===== config.mk =====
export PLATFORM = sky130hd
export DESIGN_NAME = packet_chunk_decoder_flat
export DESIGN_NICKNAME = d
export VERILOG_FILES = /design/src/pcd_pkg.sv /design/src/pcd_intf.sv /design/src/pcd_front.sv /design/src/pcd_queue.sv /design/src/pcd_back.sv /design/src/packet_chunk_decoder.sv /design/src/flat_wrapper.sv
export VERILOG_INCLUDE_DIRS = /design/src /design/src/src
export SDC_FILE = /design/constraint.sdc
export NUM_CORES = 1
export LEC_CHECK = 0
export BUFFER_PORTS_ARGS = -buffer_cell sky130_fd_sc_hd__clkbuf_2
export CAP_MARGIN = 20
export CORE_UTILIZATION = 40
export CTS_CLUSTER_SIZE = 20
export DETAILED_ROUTE_END_ITERATION = 10
export SYNTH_ARGS = -nofsm -noshare
export SYNTH_HDL_FRONTEND = slang
export SYNTH_SLANG_ARGS = --single-unit

===== constraint.sdc =====
create_clock -name clk -period 2.67 [get_ports clk]
set_input_delay 0.1335 -clock clk [delete_from_list [all_inputs] [get_ports clk]]
set_output_delay 0.1335 -clock clk [all_outputs]
set_load 0.05 [all_outputs]

===== src/packet_chunk_decoder_macros.svh =====
// Assertion macros shared by the packet chunk decoder.
`ifndef PACKET_CHUNK_DECODER_MACROS_SVH
`define PACKET_CHUNK_DECODER_MACROS_SVH

// Same-cycle implication, sampled on clk, off while in reset.
`define PCD_ASSERT_NOW(label, ante, cons) \
	label: assert property (@(posedge clk) disable iff (!arst_n) (ante) |-> (cons)) \
		else $error("packet chunk decoder: same-cycle check failed");

// Next-cycle implication, sampled on clk, off while in reset.
`define PCD_ASSERT_NEXT(label, ante, cons) \
	label: assert property (@(posedge clk) disable iff (!arst_n) (ante) |=> (cons)) \
		else $error("packet chunk decoder: next-cycle check failed");

`endif


===== src/pcd_pkg.sv =====
// Types, constants and the nibble character table of the packet chunk decoder.
package pcd_pkg;

	localparam logic [7:0] SEP_BYTE = 8'hFF;
	localparam logic [7:0] END_BYTE = 8'hD8;
	localparam logic [7:0] TEXT_XOR = 8'hFF;
	localparam int         NUM_FLAG_BIT = 7;
	localparam int         LEN_W = 7;

	typedef logic [LEN_W-1:0] len_t;

	typedef enum logic [1:0] {
		CMD_TEXT,
		CMD_NUM_PAIR,
		CMD_NUM_ONE,
		CMD_END
	} cmd_kind_t;

	typedef struct packed {
		cmd_kind_t  kind;
		logic [7:0] data;
	} cmd_t;

	typedef struct packed {
		logic full;
		logic empty;
	} qstat_t;

	function automatic logic [7:0] nib_char(input logic [3:0] nib);
		logic [7:0] ch;
		unique case (nib)
			4'h0: ch = 8'h00;
			4'h1: ch = 8'h20;
			4'h2: ch = 8'h2D;
			4'h3: ch = 8'h2E;
			4'h4: ch = 8'h30;
			4'h5: ch = 8'h31;
			4'h6: ch = 8'h32;
			4'h7: ch = 8'h33;
			4'h8: ch = 8'h34;
			4'h9: ch = 8'h35;
			4'hA: ch = 8'h36;
			4'hB: ch = 8'h37;
			4'hC: ch = 8'h38;
			4'hD: ch = 8'h39;
			4'hE: ch = 8'h0A;
			4'hF: ch = 8'h20;
			default: ch = 8'h00;
		endcase
		return ch;
	endfunction

endpackage


===== src/pcd_intf.sv =====
// Valid/ready channel interfaces for packet bytes and decoded characters.
interface pcd_byte_if;
	logic       valid;
	logic       ready;
	logic [7:0] in_byte;
	logic       packet_start;

	modport source (output valid, output in_byte, output packet_start, input ready);
	modport sink (input valid, input in_byte, input packet_start, output ready);
endinterface

interface pcd_char_if;
	logic       valid;
	logic       ready;
	logic [7:0] out_char;
	logic       packet_done;
	logic       last_of_item;

	modport source (output valid, output out_char, output packet_done, output last_of_item,
		input ready);
	modport sink (input valid, input out_char, input packet_done, input last_of_item,
		output ready);
endinterface


===== src/pcd_front.sv =====
// Front end: tracks packet framing and turns each byte that yields output into a back-end command.
module pcd_front (
	input  logic           clk,
	input  logic           arst_n,
	input  logic           valid,
	output logic           ready,
	input  logic [7:0]     in_byte,
	input  logic           packet_start,
	input  pcd_pkg::qstat_t qstat,
	output logic           push,
	output pcd_pkg::cmd_t  cmd
);

	typedef enum logic [1:0] {
		PH_SEEK,
		PH_HEADER,
		PH_TEXT,
		PH_NUMBER
	} phase_t;

	phase_t         phase_q, phase_eff, phase_nx;
	pcd_pkg::len_t  count_q, count_eff, count_nx;
	logic           after_q, after_eff, after_nx;
	logic           accept;
	pcd_pkg::len_t  hdr_len;

	assign ready   = !qstat.full;
	assign accept  = valid && ready;
	assign hdr_len = in_byte[pcd_pkg::LEN_W-1:0];

	always_comb begin
		// a packet start restarts the seek on this very byte
		phase_eff = packet_start ? PH_SEEK : phase_q;
		count_eff = packet_start ? '0 : count_q;
		after_eff = packet_start ? 1'b0 : after_q;

		phase_nx = phase_eff;
		count_nx = count_eff;
		after_nx = after_eff;
		push     = 1'b0;
		cmd.kind = pcd_pkg::CMD_TEXT;
		cmd.data = in_byte;

		unique case (phase_eff)
			PH_SEEK: begin
				if (in_byte == pcd_pkg::SEP_BYTE) begin
					phase_nx = PH_HEADER;
					after_nx = 1'b0;
				end
			end
			PH_HEADER: begin
				priority if (after_eff && in_byte == pcd_pkg::END_BYTE) begin
					push     = 1'b1;
					cmd.kind = pcd_pkg::CMD_END;
					phase_nx = PH_SEEK;
					after_nx = 1'b0;
					count_nx = '0;
				end else if (in_byte == pcd_pkg::SEP_BYTE) begin
					after_nx = 1'b0;
				end else begin
					count_nx = hdr_len;
					if (hdr_len == '0) begin
						after_nx = 1'b1;
					end else begin
						after_nx = 1'b0;
						phase_nx = in_byte[pcd_pkg::NUM_FLAG_BIT] ? PH_NUMBER : PH_TEXT;
					end
				end
			end
			PH_TEXT: begin
				push     = 1'b1;
				cmd.kind = pcd_pkg::CMD_TEXT;
				count_nx = count_eff - pcd_pkg::LEN_W'(1);
				if (count_eff <= pcd_pkg::LEN_W'(1)) begin
					count_nx = '0;
					phase_nx = PH_HEADER;
					after_nx = 1'b1;
				end
			end
			PH_NUMBER: begin
				push = 1'b1;
				if (count_eff >= pcd_pkg::LEN_W'(2)) begin
					cmd.kind = pcd_pkg::CMD_NUM_PAIR;
					count_nx = count_eff - pcd_pkg::LEN_W'(2);
					if (count_eff == pcd_pkg::LEN_W'(2)) begin
						phase_nx = PH_HEADER;
						after_nx = 1'b1;
					end
				end else begin
					// odd count: the low nibble of the last byte is dropped
					cmd.kind = pcd_pkg::CMD_NUM_ONE;
					count_nx = '0;
					phase_nx = PH_HEADER;
					after_nx = 1'b1;
				end
			end
			default: phase_nx = PH_SEEK;
		endcase

		if (!accept) begin
			push = 1'b0;
		end
	end

	always_ff @(posedge clk or negedge arst_n) begin
		if (!arst_n) begin
			phase_q <= PH_SEEK;
			count_q <= '0;
			after_q <= 1'b0;
		end else if (accept) begin
			phase_q <= phase_nx;
			count_q <= count_nx;
			after_q <= after_nx;
		end
	end

endmodule


===== src/pcd_queue.sv =====
// Command queue between the front and back ends.
module pcd_queue #(
	parameter int DEPTH = 4
) (
	input  logic            clk,
	input  logic            arst_n,
	input  logic            push,
	input  pcd_pkg::cmd_t   wr_cmd,
	input  logic            pop,
	output pcd_pkg::cmd_t   rd_cmd,
	output pcd_pkg::qstat_t qstat
);

	localparam int PTR_W = (DEPTH > 1) ? $clog2(DEPTH) : 1;
	localparam int CNT_W = $clog2(DEPTH + 1);

	pcd_pkg::cmd_t      mem_q [DEPTH];
	logic [PTR_W-1:0]   wr_ptr_q, rd_ptr_q;
	logic [CNT_W-1:0]   count_q;
	logic               do_push, do_pop;

	assign qstat.full  = (count_q == CNT_W'(DEPTH));
	assign qstat.empty = (count_q == '0);
	assign do_push     = push && !qstat.full;
	assign do_pop      = pop && !qstat.empty;
	assign rd_cmd      = mem_q[rd_ptr_q];

	always_ff @(posedge clk) begin
		if (do_push) begin
			mem_q[wr_ptr_q] <= wr_cmd;
		end
	end

	always_ff @(posedge clk or negedge arst_n) begin
		if (!arst_n) begin
			wr_ptr_q <= '0;
			rd_ptr_q <= '0;
			count_q  <= '0;
		end else begin
			if (do_push) begin
				wr_ptr_q <= (wr_ptr_q == PTR_W'(DEPTH - 1)) ? '0 : wr_ptr_q + PTR_W'(1);
			end
			if (do_pop) begin
				rd_ptr_q <= (rd_ptr_q == PTR_W'(DEPTH - 1)) ? '0 : rd_ptr_q + PTR_W'(1);
			end
			if (do_push && !do_pop) begin
				count_q <= count_q + CNT_W'(1);
			end else if (do_pop && !do_push) begin
				count_q <= count_q - CNT_W'(1);
			end
		end
	end

endmodule


===== src/pcd_back.sv =====
// Back end: expands queued commands into characters behind an output register.
module pcd_back (
	input  logic            clk,
	input  logic            arst_n,
	input  pcd_pkg::cmd_t   cmd,
	input  pcd_pkg::qstat_t qstat,
	output logic            pop,
	output logic            valid,
	input  logic            ready,
	output logic [7:0]      out_char,
	output logic            packet_done,
	output logic            last_of_item
);

	logic       valid_q;
	logic [7:0] char_q;
	logic       done_q;
	logic       last_q;
	logic       pend_q;
	logic [3:0] low_nib_q;
	logic       load;

	assign valid        = valid_q;
	assign out_char     = char_q;
	assign packet_done  = done_q;
	assign last_of_item = last_q;

	// the output register may refill when empty or when its transfer completes
	assign load = !valid_q || ready;
	assign pop  = load && !pend_q && !qstat.empty;

	always_ff @(posedge clk or negedge arst_n) begin
		if (!arst_n) begin
			valid_q <= 1'b0;
			pend_q  <= 1'b0;
		end else if (load) begin
			if (pend_q) begin
				valid_q <= 1'b1;
				pend_q  <= 1'b0;
			end else begin
				valid_q <= !qstat.empty;
				pend_q  <= !qstat.empty && (cmd.kind == pcd_pkg::CMD_NUM_PAIR);
			end
		end
	end

	always_ff @(posedge clk) begin
		if (load) begin
			if (pend_q) begin
				char_q <= pcd_pkg::nib_char(low_nib_q);
				done_q <= 1'b0;
				last_q <= 1'b1;
			end else begin
				low_nib_q <= cmd.data[3:0];
				unique case (cmd.kind)
					pcd_pkg::CMD_TEXT: begin
						char_q <= cmd.data ^ pcd_pkg::TEXT_XOR;
						done_q <= 1'b0;
						last_q <= 1'b1;
					end
					pcd_pkg::CMD_NUM_PAIR: begin
						char_q <= pcd_pkg::nib_char(cmd.data[7:4]);
						done_q <= 1'b0;
						last_q <= 1'b0;
					end
					pcd_pkg::CMD_NUM_ONE: begin
						char_q <= pcd_pkg::nib_char(cmd.data[7:4]);
						done_q <= 1'b0;
						last_q <= 1'b1;
					end
					pcd_pkg::CMD_END: begin
						char_q <= '0;
						done_q <= 1'b1;
						last_q <= 1'b1;
					end
					default: begin
						char_q <= '0;
						done_q <= 1'b0;
						last_q <= 1'b1;
					end
				endcase
			end
		end
	end

endmodule


===== src/packet_chunk_decoder.sv =====
// Packet chunk decoder: received packet bytes in, decoded characters out.
//
// byte_ch carries one received byte per transfer, with packet_start high on
// the first byte of a packet. char_ch carries decoded characters; packet_done
// marks the end result of a packet and last_of_item the final character that
// one input byte produced.
// A front end follows the framing (seek to 0xFF, chunk headers, runs) and
// queues one command per byte that yields output. A back end expands each
// command behind an output register: text bytes and end markers give one
// result, number bytes give one or two nibble characters.
// With the queue empty, the first result of a byte reaches char_ch through the
// queue write and then the output register.
// Throughput: one byte per cycle for skipped and text bytes while the queue has
// room; a number byte holding two nibbles keeps the output register busy for
// both of its characters, so a number run falls below that rate.
// When the receiver stalls, the output register holds its result and the
// command queue (QUEUE_DEPTH entries) fills; byte_ch then drops ready.
// Reset empties the queue and output register and returns to seeking 0xFF.
`include "packet_chunk_decoder_macros.svh"

module packet_chunk_decoder #(
	parameter int QUEUE_DEPTH = 4
) (
	input logic        clk,
	input logic        arst_n,
	pcd_byte_if.sink   byte_ch,
	pcd_char_if.source char_ch
);

	pcd_pkg::cmd_t   push_cmd;
	pcd_pkg::cmd_t   head_cmd;
	pcd_pkg::qstat_t qstat;
	logic            push;
	logic            pop;
	logic            out_fire;
	logic            out_end;
	logic            out_tail;

	pcd_front u_front (
		.clk          (clk),
		.arst_n       (arst_n),
		.valid        (byte_ch.valid),
		.ready        (byte_ch.ready),
		.in_byte      (byte_ch.in_byte),
		.packet_start (byte_ch.packet_start),
		.qstat        (qstat),
		.push         (push),
		.cmd          (push_cmd)
	);

	pcd_queue #(
		.DEPTH (QUEUE_DEPTH)
	) u_queue (
		.clk    (clk),
		.arst_n (arst_n),
		.push   (push),
		.wr_cmd (push_cmd),
		.pop    (pop),
		.rd_cmd (head_cmd),
		.qstat  (qstat)
	);

	pcd_back u_back (
		.clk          (clk),
		.arst_n       (arst_n),
		.cmd          (head_cmd),
		.qstat        (qstat),
		.pop          (pop),
		.valid        (char_ch.valid),
		.ready        (char_ch.ready),
		.out_char     (char_ch.out_char),
		.packet_done  (char_ch.packet_done),
		.last_of_item (char_ch.last_of_item)
	);

	assign out_fire = char_ch.valid && char_ch.ready;
	assign out_end  = char_ch.valid && char_ch.packet_done;
	assign out_tail = char_ch.valid && char_ch.last_of_item && !char_ch.packet_done;

	`PCD_ASSERT_NOW(a_push_not_full, push, !qstat.full)
	`PCD_ASSERT_NOW(a_pop_not_empty, pop, !qstat.empty)
	`PCD_ASSERT_NOW(a_end_result_form, out_end, char_ch.out_char == 8'h00 && char_ch.last_of_item)
	`PCD_ASSERT_NEXT(a_pair_tail_follows, out_fire && !char_ch.last_of_item, out_tail)

endmodule


===== src/flat_wrapper.sv =====
// flat-port wrapper written by rule: the top's interface ports become plain ports
module packet_chunk_decoder_flat 
#(
	parameter int QUEUE_DEPTH = 4
)
  (clk, arst_n, byte_ch_valid, byte_ch_in_byte, byte_ch_packet_start, byte_ch_ready, char_ch_valid, char_ch_out_char, char_ch_packet_done, char_ch_last_of_item, char_ch_ready);
  pcd_byte_if byte_ch_i ();
  pcd_char_if char_ch_i ();
  input logic clk;
  input logic arst_n;
  input wire logic [$bits(byte_ch_i.valid)-1:0] byte_ch_valid;
  input wire logic [$bits(byte_ch_i.in_byte)-1:0] byte_ch_in_byte;
  input wire logic [$bits(byte_ch_i.packet_start)-1:0] byte_ch_packet_start;
  output wire logic [$bits(byte_ch_i.ready)-1:0] byte_ch_ready;
  output wire logic [$bits(char_ch_i.valid)-1:0] char_ch_valid;
  output wire logic [$bits(char_ch_i.out_char)-1:0] char_ch_out_char;
  output wire logic [$bits(char_ch_i.packet_done)-1:0] char_ch_packet_done;
  output wire logic [$bits(char_ch_i.last_of_item)-1:0] char_ch_last_of_item;
  input wire logic [$bits(char_ch_i.ready)-1:0] char_ch_ready;
  assign byte_ch_i.valid = byte_ch_valid;
  assign byte_ch_i.in_byte = byte_ch_in_byte;
  assign byte_ch_i.packet_start = byte_ch_packet_start;
  assign byte_ch_ready = byte_ch_i.ready;
  assign char_ch_valid = char_ch_i.valid;
  assign char_ch_out_char = char_ch_i.out_char;
  assign char_ch_packet_done = char_ch_i.packet_done;
  assign char_ch_last_of_item = char_ch_i.last_of_item;
  assign char_ch_i.ready = char_ch_ready;
  packet_chunk_decoder #(.QUEUE_DEPTH(QUEUE_DEPTH)) u_core (.clk(clk), .arst_n(arst_n), .byte_ch(byte_ch_i), .char_ch(char_ch_i));
endmodule

======== Yosys cells after proc, flatten, opt, wreduce, memory -nomap -nowiden ========
Memory sizes are Yosys's and may differ from the RTL's. A register that Yosys moved wholly into a read port is not among the register bits.
Cells that the tools add are included.
storage, ports and cells
  logic and storage cells ................. 107
  register bits ........................... 33
  memory bits (read-only) ................. 288
  memory bits (writable) .................. 40
  input bits .............................. 13
  memories ................................ 4
  output and inout bits ................... 12
memory list
  memory                words  bits a word  rd ports  clocked after memory_dff  wr ports  RTL line         text
  (name not given)      16     6            1         1                         0         pcd_pkg.sv:31    unique case (nib)
  (name not given)      16     6            1         0                         0         pcd_pkg.sv:31
  (name not given)      16     6            1         0                         0         pcd_pkg.sv:31
  u_core.u_queue.mem_q  4      10           1         0                         1         pcd_queue.sv:17  pcd_pkg::cmd_t mem_q [DEPTH];
operators by class
  bitwise logic cells ..................... 2
  $add $sub $neg .......................... 6
  reductions and logical operators ........ 25
  eq/ne operators ......................... 12
  mux-type cells .......................... 44
  $lt $le $gt $ge ......................... 2
operators by type and width
  kind                                                                    count
  7-bit two-way mux                                                       5
  8-bit one-hot mux with 4 select lines                                   1
  2-bit two-way mux                                                       12
  7-bit one-hot mux with 3 select lines                                   1
  8-bit == test (second input constant)                                   2
  1-bit two-way mux                                                       15
  2-bit == test (second input constant)                                   6
  1-bit logical AND                                                       9
  8-bit two-way mux                                                       1
  8-bit NOT                                                               1
  2-bit one-hot mux with 4 select lines                                   1
  7-bit by 2-bit == test with 1-bit output (second input constant)        1
  7-bit by 2-bit >= comparator with 1-bit output (second input constant)  1
  7-bit by 1-bit <= comparator with 1-bit output (second input constant)  1
  7-bit zero test                                                         1
  7-bit by 1-bit subtractor with 7-bit output (second input constant)     1
  7-bit by 2-bit subtractor with 7-bit output (second input constant)     1
  1-bit zero test                                                         6
  3-bit two-way mux                                                       2
  1-bit one-hot mux with 2 select lines                                   3
  3-bit OR reduction                                                      2
  2-bit by 1-bit adder with 2-bit output (second input constant)          2
  2-bit by 1-bit == test with 1-bit output (second input constant)        2
  2-bit zero test                                                         2
  12 further kinds                                                        12

======== Depth between registers and ports, before layout ========
Gate-level depths: netlist of the first run.
  depth in word-level cells ............... 10
  mapped depth ............................ 10
  mapped depth without buffers ............ 10

======== Cells and area by module ========
From an unflattened synthesis of the first run, not the netlist that was laid out.
unflattened totals
  cell total of the unflattened synthesis .. 370
  area total of the unflattened synthesis .. 4305.4 um2
modules (own cells, without submodules)
  module     sequential area each (um2)  times used  cells an instance  area an instance (um2)
  pcd_queue  1376.3                      1           89                 1885.6
  pcd_front  250.2                       1           172                1278.7
  pcd_back   590.6                       1           109                1141.1

======== Worst setup path before layout of the first run ========
OpenSTA, ideal clock, no wires.
  path type ............................... flip-flop to flip-flop
  start point ............................. register u_core.u_queue.count_q[2]
  end point ............................... register u_core.u_queue.count_q[2]
  period minus slack after synthesis ...... 2.622 ns
  path slack .............................. 0.048 ns
  path buffers ............................ 1
  data arrival time ....................... 2.543 ns
  setup time .............................. 0.079 ns
  cell stages (with the launch flop) ...... 11
  data required time ...................... 2.591 ns
  cell sequence ........................... dfrtp_1 > or3b_1 > clkbuf_1 > nand3b_1 > nor2_2 > ha_1 > inv_1 > fa_1 > xor2_1 > nor2_1 > xor2_1
on the way
  word-level cells in the longest chain between the ends .. 8
  elaborated cells between the ends (all ways) .. 18
  those cells by class .................... 2 x add/sub; 1 x eq/ne; 3 x mux; 12 x reduce/logical
ends and longest elaborated chain
  item                                 RTL line            text
  start, declared                      pcd_queue.sv:19     logic [CNT_W-1:0] count_q;
  start signal, assigned               pcd_queue.sv:47     count_q <= count_q + CNT_W'(1);
  start signal, assigned               pcd_queue.sv:49     count_q <= count_q - CNT_W'(1);
  3-bit == test (*)                    pcd_queue.sv:22     assign qstat.full = (count_q == CNT_W'(DEPTH));
  1-bit zero test (*)                  pcd_front.sv:27     assign ready = !qstat.full;
  via byte_ch_ready                    flat_wrapper.sv:14  output wire logic [$bits(byte_ch_i.ready)-1:0] byte_ch_ready;
  1-bit logical AND                    pcd_front.sv:28     assign accept = valid && ready;
  1-bit two-way mux                    pcd_front.sv:100    if (!accept) begin
  1-bit logical AND (*)                pcd_queue.sv:24     assign do_push = push && !qstat.full;
  via u_core.u_queue.do_push           pcd_queue.sv:20     logic do_push, do_pop;
  1-bit zero test                      pcd_queue.sv:48     end else if (do_pop && !do_push) begin
  1-bit logical AND                    pcd_queue.sv:48
  2-bit nonzero test (no source line)  --
Mark *: on every way through the listed nets, which the timed path passes. The rest lies on a longest branch. The select of a mux whose other input is x is not followed.
A chain may end at the register's enable or synchronous reset.

======== Final worst setup path of the first run ========
  start point ............................. register u_core.u_queue.rd_ptr_q[0]
  end point ............................... register u_core.u_back.char_q[1], in the netlist u_core.u_back.out_char[1] (data pin)
on the way
  word-level cells in the longest chain between the ends .. 4
  elaborated cells between the ends (all ways) .. 10
  those cells by class .................... 3 x eq/ne; 2 x mux; 1 x bitwise; 1 x reduce/logical; 3 x memory
ends and longest elaborated chain
  item                                            RTL line         text
  start, declared                                 pcd_queue.sv:18  logic [PTR_W-1:0] wr_ptr_q, rd_ptr_q;
  start signal, assigned                          pcd_queue.sv:44  rd_ptr_q <= (rd_ptr_q == PTR_W'(DEPTH - 1)) ? '0 : rd_ptr_q + PTR_W'(1);
  memory read 4 x 10 bit (*)                      --
  memory read 16 x 6 bit (tied with other cells)  --
  8-bit one-hot mux with 4 select lines (*)       pcd_back.sv:55   unique case (cmd.kind)
  8-bit two-way mux (*)                           pcd_back.sv:49   if (pend_q) begin
  end signal, assigned                            pcd_back.sv:50   char_q <= pcd_pkg::nib_char(low_nib_q);
  end signal, assigned                            pcd_back.sv:57   char_q <= cmd.data ^ pcd_pkg::TEXT_XOR;
  end signal, assigned                            pcd_back.sv:62   char_q <= pcd_pkg::nib_char(cmd.data[7:4]);
  end, declared                                   pcd_back.sv:16   logic [7:0] char_q;
Mark *: on every way between the ends. The rest lies on a longest branch, timed or not.

==> impl_results.md, run 1 <==
- Fmax: 0.403 GHz
- Post-CTS Setup Bufs: 0
- Largest net degree at the start of global routing: 20
- Peak fanout along the critical path: 6
- Via density: 5.63
- Final worst-path setup slack: 0.191 ns
- DIE WIDTH: 104 µm
- Clk_lat worst skew: 0.36 ns
- DRC viols: 0
- Routed via count: 2967
- Total Die Area: 10900 µm²
- Gpl congestion: 0.899
- WL final: 9.29 mm
- Fin. Hold Viols: 0
- Maximum vdd drop: 0.000395 V
- Max Slew Vio Count: 0
- CTS Root Cell: clkbuf_8
- CTS tree: built
- Critical path class: reg -> reg
- Endpoints failing setup: 0
- Ant. Diodes: 0
- Req. time, crit path: 2.90 ns
- Synth area leader: edfxtp_1
- CP endpoint kind: flop
- Syn nets: 379
- Min Clock Period, post-route: 2.48 ns
- Sequential area share after synthesis: 0.528
- #FFs+latches synth: 79
- Top post-synthesis cells by count: edfxtp_1, nor2_1, dfrtp_1, nand2_1, a21oi_1
- Main synth FF type: edfxtp_1
- Nets@finish: 414
- Flop2flop setup slack: 0.19 ns
- Worst-Margin Slew: 0.590 ns
- Min-delay worst type: in -> reg
- Ys Warns: 0
- Clock Path Buffers: 2
- Async S/R FF share, synth: 0.241
- Number of global-route vias before repair: 2879
- Worst path slowest cell: mux4_1
- FF-to-FF Start: u_core.u_queue.rd_ptr_q[0]
- Post-Syn Instances: 351
- Cts bufs inserted: 9
- CP startpoint: u_core.u_queue.rd_ptr_q[0]
- Core Footprint: 10200 µm²
- Pre-CTS setup slack: 0.208 ns
- Min-delay src: byte_ch_in_byte[0]
- First-pass GRT wire length: 15.2 mm
- Final Cycle Share: 0.929
- H-Tree Depth: 3
- Remaining Overflow, GRT: 0
- Worst slew margin: 0.605
- I/O Buffers: 24
- Reg2Reg Depth: 6
- Initial antenna violation count: 0
- Crit path DAT: 2.70 ns
- Crit Reg-Reg Endpoint: u_core.u_back.out_char[1]
- Max incr delay on CP: 0.66 ns
- Initial DRC count: 126
- Initial core utilization: 0.411
- P_leak: 1.78 nW
- Syn-to-layout area delta: 12.4%
- HPWL Detailed: 6.59 mm
- Total global-route track usage: 0.184
- Syn avg cell area: 12.0 µm²
- TritonRoute pass-1 iters: 4
- Top-Level Pins: 25
- Synth top area share: 0.386
- Power per Cell Area: 838 nW/µm²
- Max Cap Viol: 0
- Clock skew: 0.00916 ns
- RSZ-0062 raised after global routing: no
- Number of buffers and inverters on the critical path: 1
- Syn Std Cell Area: 4200 µm²
- Status: finished clean
- Largest cells by area after synthesis: edfxtp_1, dfrtp_1, ha_1
- Layout cells sized above 1: 0.189
- DIE HEIGHT: 104 µm
- Setup TNS: 0 ns
- Hold-critical path depth: 1
- Clock Sinks: 79
- Count leader, synth: edfxtp_1
- CP cell instances: mux4_1, inv_1, ha_1, or3b_2, nor4bb_1, a211o_1
- Startpoint Class: flop
- Library cells used by synthesis: 66
- Hold Path End: u_core.u_queue.mem_q[3][0]
- Worst-path clk slew: 0.08 ns
- Drt wl/cell: 17.6 µm
- Rows: 37
- EDFF count, synth: 54
- Crit-path leading delay family: simple AND/OR/NAND/NOR gates
- Antenna-violating nets left: 0
-- layout make-up --
type,instances,area [µm²]
Clock buffer,10,138
Clock inverter,6,67.6
Fill cell,948,5510
Inverter,9,33.8
Multi-Input combinational cell,247,1850
Sequential cell,79,2220
Tap cell,136,170
Timing Repair Buffer,40,243
-- repair_timing --
item / in CTS / in global routing
gates resized for setup: 0 / 0
hold endpoints to repair: 19 / 0
setup endpoints to repair: 0 / 0
hold buffers: 1 / 0
-- stage by stage --
stage | hold WS, ns | cells | util | cell area [µm²] | power, mW
final | 0.0792 | 527 | 0.462 | 4720 | 3.96
after global routing | 0.0615 | 527 | 0.462 | 4720 | 4.22
after CTS | 0.0456 | 527 | 0.462 | 4720 | 4.00
after detailed placement | 0.162 | 510 | 0.441 | 4510 | 3.08
after global placement | 0.157 | 510 | 0.441 | 4510 | 3.05
after floorplan | -0.162 | 351 | - | 4200 | 2.78
-- kinds of logic after synthesis --
| logic type | Yosys count | share of synthesized area |
|---|---|---|
| AO/OA/AOI/OAI | 82 | 0.127 |
| XOR/XNOR | 6 | 0.0125 |
| adder cells (fa/ha/maj) | 15 | 0.0465 |
| buffers and inverters | 25 | 0.0313 |
| flip-flops | 79 | 0.528 |
| multiplexers | 22 | 0.0905 |
| AND/OR/NAND/NOR | 122 | 0.164 |
-- power by group --
group | internal (mW) | switching [mW]
clock network | 0.461 | 0.460
logic | 0.546 | 0.848
registers | 1.53 | 0.111
-- placed cells by master, fill, tap and decap left out, types with 10 or more instances in the layout --
cell type,instances
a21oi_1,16
dfrtp_1,19
ha_1,14
nand2_1,17
clkbuf_8,10
nor3_1,11
clkbuf_2,24
nand2b_1,14
buf_4,15
nor2_1,28
o21ai_0,15
edfxtp_1,54
-- state kept, by name (all words and copies together) (netlist names), named ones only --
register                    cells
u_core.u_back.last_of_item      1
u_core.u_back.low_nib_q         4
u_core.u_back.out_char          8
u_core.u_back.packet_done       1
u_core.u_back.pend_q            1
u_core.u_back.valid             1
u_core.u_front.after_q          1
u_core.u_front.count_q          7
u_core.u_front.phase_q          2
u_core.u_queue.count_q          3
u_core.u_queue.mem_q           40
u_core.u_queue.rd_ptr_q         2
u_core.u_queue.wr_ptr_q         2
-- how the worst max path moves through the flow --
stage	endpoint	depth (start not counted)
finish	u_core.u_back.out_char[1]	6
global route	u_core.u_back.out_char[1]	6
CTS	u_core.u_back.out_char[1]	6
detailed placement	u_core.u_back.out_char[1]	6
global placement	u_core.u_back.out_char[1]	6
floorplan	u_core.u_queue.count_q[2]	10
-- worst reg2reg max path, delay by kind of cell (launching register included) --
family,cells,cell delay [ns]
adders and majority gates,1,0.12
buffers and inverters,1,0.09
muxes,1,0.66
AOI/OAI and AO/OA,1,0.14
DFF,1,0.52
and+or+nand+nor,2,0.83
-- metal layers --
metal  wire length, µm  GRT usage  vias to the layer above
met5                 0          0                        -
met4               133     0.0765                        0
met3               337     0.0320                       12
met2              4430      0.294                       73
met1              4380      0.246                     1462
li1                  -          -                     1420
Note: power is estimated with default switching activity, not from simulation.
==> inputs of run 2 (changes only) <==
--- a/config.mk
+++ b/config.mk
@@ -8,9 +8,10 @@
 export LEC_CHECK = 0
 export BUFFER_PORTS_ARGS = -buffer_cell sky130_fd_sc_hd__clkbuf_2
 export CAP_MARGIN = 20
-export CORE_UTILIZATION = 40
+export CORE_UTILIZATION = 55
 export CTS_CLUSTER_SIZE = 20
 export DETAILED_ROUTE_END_ITERATION = 10
+export PLACE_DENSITY = 0.73
 export SYNTH_ARGS = -nofsm -noshare
 export SYNTH_HDL_FRONTEND = slang
 export SYNTH_SLANG_ARGS = --single-unit
==> run 2 against run 1 <==
  * Global-route usage rose by 5.1 points
  * Final cell count decreased by 6.8%
  * Critical path type unchanged
  * Die area decreased by 27%
  * Combinational power barely moved
  * Count of clock-buffer cells in the layout unchanged
  * Routed wire length is 8.8% lower
  * Critical path depth is the same
  * Sequential share of layout area about the same
  * Hold slack got worse by 0.032 ns
==> impl_results.md, run 2 (same netlist as run 1, synthesis figures left out) <==
- Initial DRC count: 193 (was 126)
- Min Clock Period, post-route: 2.34 ns (was 2.48 ns)
- I/O Buffers: 24 (unchanged)
- DIE WIDTH: 89.4 µm (was 104 µm)
- Most frequent cells in the layout: edfxtp_1, nor2_1, clkbuf_2, dfrtp_1, nand2_1 (unchanged)
- Worst-Margin Slew: 0.636 ns (was 0.590 ns)
- Remaining Overflow, GRT: 0 (unchanged)
- Nets@finish: 415 (was 414)
- Max Slew Vio Count: 0 (unchanged)
- Final core occ: 0.644 (was 0.462)
- Clock Path Buffers: 2 (unchanged)
- Worst slew margin: 0.576 (was 0.605)
- Peak fanout along the critical path: 6 (unchanged)
- Initial core utilization: 0.573 (was 0.411)
- Drt wl/cell: 17.2 µm (was 17.6 µm)
- Reg2Reg Depth: 6 (unchanged)
- Hold-critical path depth: 1 (unchanged)
- WL final: 8.47 mm (was 9.29 mm)
- Final Cycle Share: 0.877 (was 0.929)
- Ant. Diodes: 0 (unchanged)
- First-pass GRT wire length: 13.6 mm (was 15.2 mm)
- # resized after CTS: 0 (unchanged)
- Hold Path End: u_core.u_queue.mem_q[1][7] (was u_core.u_queue.mem_q[3][0])
- Critical path class: reg -> reg (unchanged)
- Commonest non-fill, non-tap cell in the layout: edfxtp_1 (unchanged)
- Min-delay worst type: in -> reg (unchanged)
- Worst path slowest cell: mux4_1 (unchanged)
- Worst-path clk slew: 0.09 ns (was 0.08 ns)
- Crit Reg-Reg Endpoint: u_core.u_back.out_char[1] (unchanged)
- Req. time, crit path: 2.90 ns (about the same)
- Fmax: 0.427 GHz (was 0.403 GHz)
- CP cell instances: mux4_1, inv_1, ha_1, or3b_2, nor4bb_1, a211o_1 (unchanged)
- Top-Level Pins: 25 (unchanged)
- Clk_lat worst skew: 0.36 ns (about the same)
- Initial antenna violation count: 0 (unchanged)
- Max incr delay on CP: 0.62 ns (was 0.66 ns)
- Startpoint Class: flop (unchanged)
- Routed via count: 2950 (was 2967)
- Endpoints failing setup: 0 (unchanged)
- H-Tree Depth: 3 (unchanged)
- Number of buffers and inverters on the critical path: 1 (unchanged)
- Status: finished clean (unchanged)
- CTS tree: built (unchanged)
- CP endpoint kind: flop (unchanged)
- Core Footprint: 7330 µm² (was 10200 µm²)
- Largest Register: u_core.u_queue.mem_q (unchanged)
- Layout cells sized above 1: 0.191 (was 0.189)
- Largest net degree at the start of global routing: 20 (unchanged)
- Power per Cell Area: 869 nW/µm² (was 838 nW/µm²)
- FF-to-FF Start: u_core.u_queue.rd_ptr_q[0] (unchanged)
- Max Cap Viol: 0 (unchanged)
- Min Hold Slack: 0.0468 ns (was 0.0792 ns)
- CTS Root Cell: clkbuf_8 (unchanged)
- RSZ-0062 raised after global routing: no (unchanged)
- Crit-path leading delay family: simple AND/OR/NAND/NOR gates (unchanged)
- Setup TNS: 0 ns (unchanged)
- Syn-to-layout area delta: 12.4% (about the same)
- Clock Sinks: 79 (unchanged)
- Gpl congestion: 0.940 (was 0.899)
- HPWL Detailed: 6.09 mm (was 6.59 mm)
- TritonRoute pass-1 iters: 4 (unchanged)
- Number of global-route vias before repair: 2767 (was 2879)
- DRC viols: 0 (unchanged)
- Final worst-path setup slack: 0.327 ns (was 0.191 ns)
- Via density: 6.01 (was 5.63)
- Total global-route track usage: 0.235 (was 0.184)
- Antenna-violating nets left: 0 (unchanged)
- Crit path DAT: 2.58 ns (was 2.70 ns)
- Maximum vdd drop: 0.000454 V (was 0.000395 V)
- Clock skew: 0.0121 ns (was 0.00916 ns)
- DIE HEIGHT: 89.4 µm (was 104 µm)
- P_leak: 1.80 nW (was 1.78 nW)
- Min-delay src: byte_ch_in_byte[7] (was byte_ch_in_byte[0])
- Rows: 31 (was 37)
- Fin. Hold Viols: 0 (unchanged)
- Pre-CTS setup slack: 0.188 ns (was 0.208 ns)
- Total Die Area: 7990 µm² (was 10900 µm²)
- Cts bufs inserted: 9 (unchanged)
- Largest register FFs: 40 (unchanged)
- Post-CTS Setup Bufs: 0 (unchanged)
- Flop2flop setup slack: 0.33 ns (was 0.19 ns)
==> run 2: cell types whose count changed in the layout (fill, tap and decap cells not counted), sizes merged <==
cell | before | now
bufinv | 1 | 3
clkinv | 3 | 0
buf | 15 | 16
inv | 10 | 11
==> run 2: through the flow <==
step | instances | power, mW | area, µm²
floorplan | 351 | 2.78 | 4200
global placement | 474 | 3.01 | 4470
detailed placement | 474 | 3.05 | 4470
CTS | 491 | 4.12 | 4720
global route | 491 | 4.33 | 4720
finish | 491 | 4.10 | 4720
==> run 2: layout make-up <==
cell class / instances / area [µm²]
clock inverters: 6 / 115
well taps: 99 / 124
inverters: 9 / 33.8
flip-flops and latches: 79 / 2220
multi-input cells: 247 / 1850
fillers: 564 / 2610
repair buffers: 41 / 250
clock buffers: 10 / 128
==> run 2: layer usage <==
layer  up-vias  GRT usage  part of all wire  routed length [µm]
met1      1418      0.310              0.44                3730
met5         -          0                 0                   0
li1       1411          -                 -                   -
met4         0     0.0938             0.013                 108
met3        10     0.0545             0.065                 550
met2       111      0.376              0.48                4080
==> run 2: how the worst max path moves through the flow <==
| stage | start | endpoint | slack (ns) | depth (start not counted) |
|---|---|---|---|---|
| final | u_core.u_queue.rd_ptr_q[0] | u_core.u_back.out_char[1] | 0.33 | 6 |
| after global routing | u_core.u_queue.rd_ptr_q[0] | u_core.u_back.out_char[1] | 0.19 | 6 |
| after CTS | u_core.u_queue.rd_ptr_q[0] | u_core.u_back.out_char[1] | 0.32 | 6 |
| after detailed placement | byte_ch_in_byte[1] | u_core.u_queue.count_q[2] | 0.19 | 11 |
| after global placement | byte_ch_in_byte[1] | u_core.u_queue.count_q[2] | 0.26 | 11 |
| after floorplan | u_core.u_queue.count_q[2] | u_core.u_queue.count_q[2] | 0.05 | 10 |
==> run 2: what timing repair did <==
| item | in CTS | in global routing |
|---|---|---|
| endpoints found under the hold margin | 19 | 0 |
| endpoints found under the setup margin | 0 | 0 |
| hold buffers | 1 | 0 |
==> run 2: report_power, final <==
group	switching, mW	internal [mW]	leakage [nW]
Combinational	0.859	0.541	0.865
Sequential	0.0917	1.53	0.817
Clock	0.450	0.628	0.117
Total	1.40	2.70	1.80
==> inputs of run 3 (changes only) <==
--- a/config.mk
+++ b/config.mk
@@ -6,9 +6,11 @@
 export SDC_FILE = /design/constraint.sdc
 export NUM_CORES = 1
 export LEC_CHECK = 0
+export ABC_AREA = 1
 export BUFFER_PORTS_ARGS = -buffer_cell sky130_fd_sc_hd__clkbuf_2
 export CAP_MARGIN = 20
 export CORE_UTILIZATION = 55
+export CTS_CLUSTER_DIAMETER = 60
 export CTS_CLUSTER_SIZE = 20
 export DETAILED_ROUTE_END_ITERATION = 10
 export PLACE_DENSITY = 0.73
==> run 3 against run 2 <==
  * Die area is 2.2% higher
  * Combinational power rose by 77%
  * First-iteration DRC count is 7.8% lower
  * Final area up 0.69%
  * Via count increased by 15%
  * Flip-flop and latch count unchanged
  * Critical path type unchanged
  * Critical endpoint is now u_core.u_queue.count_q[2]
  * Highest routed layer unchanged
==> impl_results.md, run 3 <==
- Status: finished clean (unchanged)
- Synth Area in Compound Gates: 0.0886 (was 0.127)
- Routed via count: 3406 (was 2950)
- Placed Instances: 611 (was 474)
- CP endpoint kind: flop (unchanged)
- Syn-to-layout area delta: 10.7% (was 12.4%)
- Top post-synthesis cells by count: nand2_1, edfxtp_1, inv_1, nand3_1, nor2_1 (was edfxtp_1, nor2_1, dfrtp_1, nand2_1, a21oi_1)
- Min-delay worst type: in -> reg (unchanged)
- Total global-route track usage: 0.240 (was 0.235)
- Startpoint Class: flop (unchanged)
- Top-Level Pins: 25 (unchanged)
- Clock skew: 0.00974 ns (was 0.0121 ns)
- Largest family of logic cells by synthesized area: simple AND/OR/NAND/NOR gates (unchanged)
- Cell Int Power: 2.82 mW (was 2.70 mW)
- DRC viols: 0 (unchanged)
- P_leak: 2.16 nW (was 1.80 nW)
- Psw: 2.31 mW (was 1.40 mW)
- Sw Ratio: 0.450 (was 0.341)
- I/O Buffers: 24 (unchanged)
- Initial antenna violation count: 0 (unchanged)
- Total Die Area: 8170 µm² (was 7990 µm²)
- Hold_buf cts: 1 (unchanged)
- Peak fanout along the critical path: 6 (unchanged)
- Sequential area share after synthesis: 0.516 (was 0.528)
- Core Footprint: 7410 µm² (was 7330 µm²)
- Nets@finish: 552 (was 415)
- Maximum vdd drop: 0.000417 V (was 0.000454 V)
- CTS tree: built (unchanged)
- Rows: 31 (unchanged)
- Comb pwr share: 0.482 (was 0.341)
- Min Clock Period, post-route: 2.31 ns (was 2.34 ns)
- Worst path slowest cell: dfrtp_1 (was mux4_1)
- #FFs+latches synth: 79 (unchanged)
- Worst-path clk slew: 0.08 ns (was 0.09 ns)
- Synth Area in Simple Gates: 0.265 (was 0.164)
- TritonRoute pass-1 iters: 4 (unchanged)
- Synth area leader: edfxtp_1 (unchanged)
- Initial core utilization: 0.580 (was 0.573)
- Final core occ: 0.642 (was 0.644)
- Remaining Overflow, GRT: 0 (unchanged)
- Syn nets: 515 (was 379)
- Adder-cell share of the synthesized area: 0.0454 (was 0.0465)
- # resized after CTS: 0 (unchanged)
- Initial DRC count: 178 (was 193)
- Most frequent cells in the layout: nand2_1, edfxtp_1, inv_1, nand3_1, nor2_1 (was edfxtp_1, nor2_1, clkbuf_2, dfrtp_1, nand2_1)
- Fmax: 0.434 GHz (was 0.427 GHz)
- WL final: 9.23 mm (was 8.47 mm)
- Clock Sinks: 79 (unchanged)
- Max Slew Vio Count: 0 (unchanged)
- HPWL Detailed: 6.61 mm (was 6.09 mm)
- Fin. Hold Viols: 0 (unchanged)
- Antenna-violating nets left: 0 (unchanged)
- Largest cells by area after synthesis: edfxtp_1, nand2_1, dfrtp_1 (was edfxtp_1, dfrtp_1, ha_1)
- Largest net degree at the start of global routing: 20 (unchanged)
- Count leader, synth: nand2_1 (was edfxtp_1)
- Final Power: 5.13 mW (was 4.10 mW)
- Power per Cell Area: 1080 nW/µm² (was 869 nW/µm²)
- Drt wl/cell: 14.7 µm (was 17.2 µm)
- Post-CTS Setup Bufs: 0 (unchanged)
- Fin cells: 628 (was 491)
- Synth top area share: 0.378 (was 0.386)
- Worst slew margin: 0.310 (was 0.576)
- EDFF count, synth: 54 (unchanged)
- CTS Root Cell: clkbuf_8 (unchanged)
- Synth Area in XOR/XNOR: 0.0143 (was 0.0125)
- Final Cycle Share: 0.864 (was 0.877)
- Max Cap Viol: 0 (unchanged)
- Endpoints failing setup: 0 (unchanged)
- Syn Std Cell Area: 4300 µm² (was 4200 µm²)
- Ant. Diodes: 0 (unchanged)
- Syn avg cell area: 8.82 µm² (was 12.0 µm²)
- Req. time, crit path: 2.90 ns (about the same)
- Cts bufs inserted: 9 (unchanged)
- Critical path class: reg -> reg (unchanged)
- Worst-Margin Slew: 1.03 ns (was 0.636 ns)
- Number of global-route vias before repair: 3241 (was 2767)
- Layout cells sized above 1: 0.174 (was 0.191)
- Main synth FF type: edfxtp_1 (unchanged)
- Mux cell area share after synthesis: 0.00262 (was 0.0905)
- Largest register FFs: 40 (unchanged)
- Async S/R FF share, synth: 0.241 (unchanged)
- DIE HEIGHT: 90.4 µm (was 89.4 µm)
- Clk_lat worst skew: 0.34 ns (was 0.36 ns)
- Clock Path Buffers: 2 (unchanged)
- DIE WIDTH: 90.4 µm (was 89.4 µm)
- Via density: 5.42 (was 6.01)
- Library cells used by synthesis: 36 (was 66)
- CP cell instances: nand2_1, nor2_4, nand2_1, nand2_1, nand2_1, inv_2, ha_1, inv_1, fa_1, a21oi_1, o21ai_0, xnor2_1 (was mux4_1, inv_1, ha_1, or3b_2, nor4bb_1, a211o_1)
- Cell repeated most along the worst path: nand2_1
- Post-Syn Instances: 487 (was 351)
- Max incr delay on CP: 0.43 ns (was 0.62 ns)
- Register share of total power: 0.353 (was 0.396)
- Largest Register: u_core.u_queue.mem_q (unchanged)
- First-pass GRT wire length: 15.5 mm (was 13.6 mm)
- Ys Warns: 0 (unchanged)
- Clock network power share: 0.165 (was 0.263)
- RSZ-0062 raised after global routing: no (unchanged)
- Setup TNS: 0 ns (unchanged)
- Crit path DAT: 2.53 ns (was 2.58 ns)
- Commonest non-fill, non-tap cell in the layout: nand2_1 (was edfxtp_1)
- Gpl congestion: 0.913 (was 0.940)
- H-Tree Depth: 3 (unchanged)
==> run 3: cell count changes in the layout (fill, tap and decap cells not counted), sizes merged, moves of 10 or more <==
cell    previous run  this run
inv               11        59
mux4              10         0
nand2             17       149
nand2b            14         0
nand3              4        54
nor2              30        43
o21ai             22        35
==> run 3: final timing paths <==
path,startpoint,endpoint,slack [ns],cells past startpoint
setup / recovery,u_core.u_front.phase_q[0],u_core.u_queue.count_q[2],0.36,12
hold / removal,byte_ch_in_byte[7],u_core.u_queue.mem_q[3][7],0.06,1
setup reg to reg,u_core.u_front.phase_q[0],u_core.u_queue.count_q[2],0.36,12
hold reg to reg,u_core.u_queue.count_q[2],u_core.u_queue.count_q[2],0.50,1
max in group asynchronous,arst_n,u_core.u_front.count_q[5],1.98,2
min in group asynchronous,arst_n,u_core.u_front.count_q[6],0.31,2
==> run 3: layout make-up <==
cell class,count,area [µm²]
sequential,79,2220
inverter,59,221
fill,629,2660
clock inverter,5,30.0
clock buffer,11,163
multi-input combinational,339,1790
tap,99,124
timing repair buffer,36,213
==> run 3: power groups by stage <==
stage	Clock, mW	Combinational, mW	Sequential [mW]
after floorplan	0	1.65	2.07
after global placement	0	2.38	1.83
after detailed placement	0	2.46	1.84
after CTS	0.857	2.47	1.81
after global routing	0.912	2.75	1.84
final	0.846	2.48	1.81
==> run 3: logic make-up after synthesis <==
| group | count (synthesis) |
|---|---|
| xor gates and xnor gates | 7 |
| AOI/OAI and AO/OA | 60 |
| muxes | 1 |
| buffers and inverters | 69 |
| and+or+nand+nor | 256 |
| adders and majority gates | 15 |
| DFF | 79 |
==> run 3: metrics by stage <==
step / hold WS [ns] / cell area (µm²) / setup WS, ns
CTS: 0.0525 / 4750 / 0.366
floorplan: -0.162 / 4300 / 0.197
global route: 0.0630 / 4750 / 0.109
global placement: 0.132 / 4550 / 0.350
detailed placement: 0.141 / 4550 / 0.268
finish: 0.0645 / 4750 / 0.364
==> run 3: routing by layer <==
layer,part of all wire,GRT usage,vias up
met1,0.46,0.317,1614
met2,0.49,0.407,99
met3,0.040,0.0286,11
met5,0,0,-
met4,0.017,0.0874,0
li1,-,-,1682
==> run 3: critical path, delay by kind of cell (launching register included) <==
family | cells | cell delay (ns)
buf+inv | 2 | 0.18
compound gates | 2 | 0.27
fa+ha+maj | 2 | 0.53
flops | 1 | 0.43
simple gates | 5 | 0.66
xor+xnor | 1 | 0.14
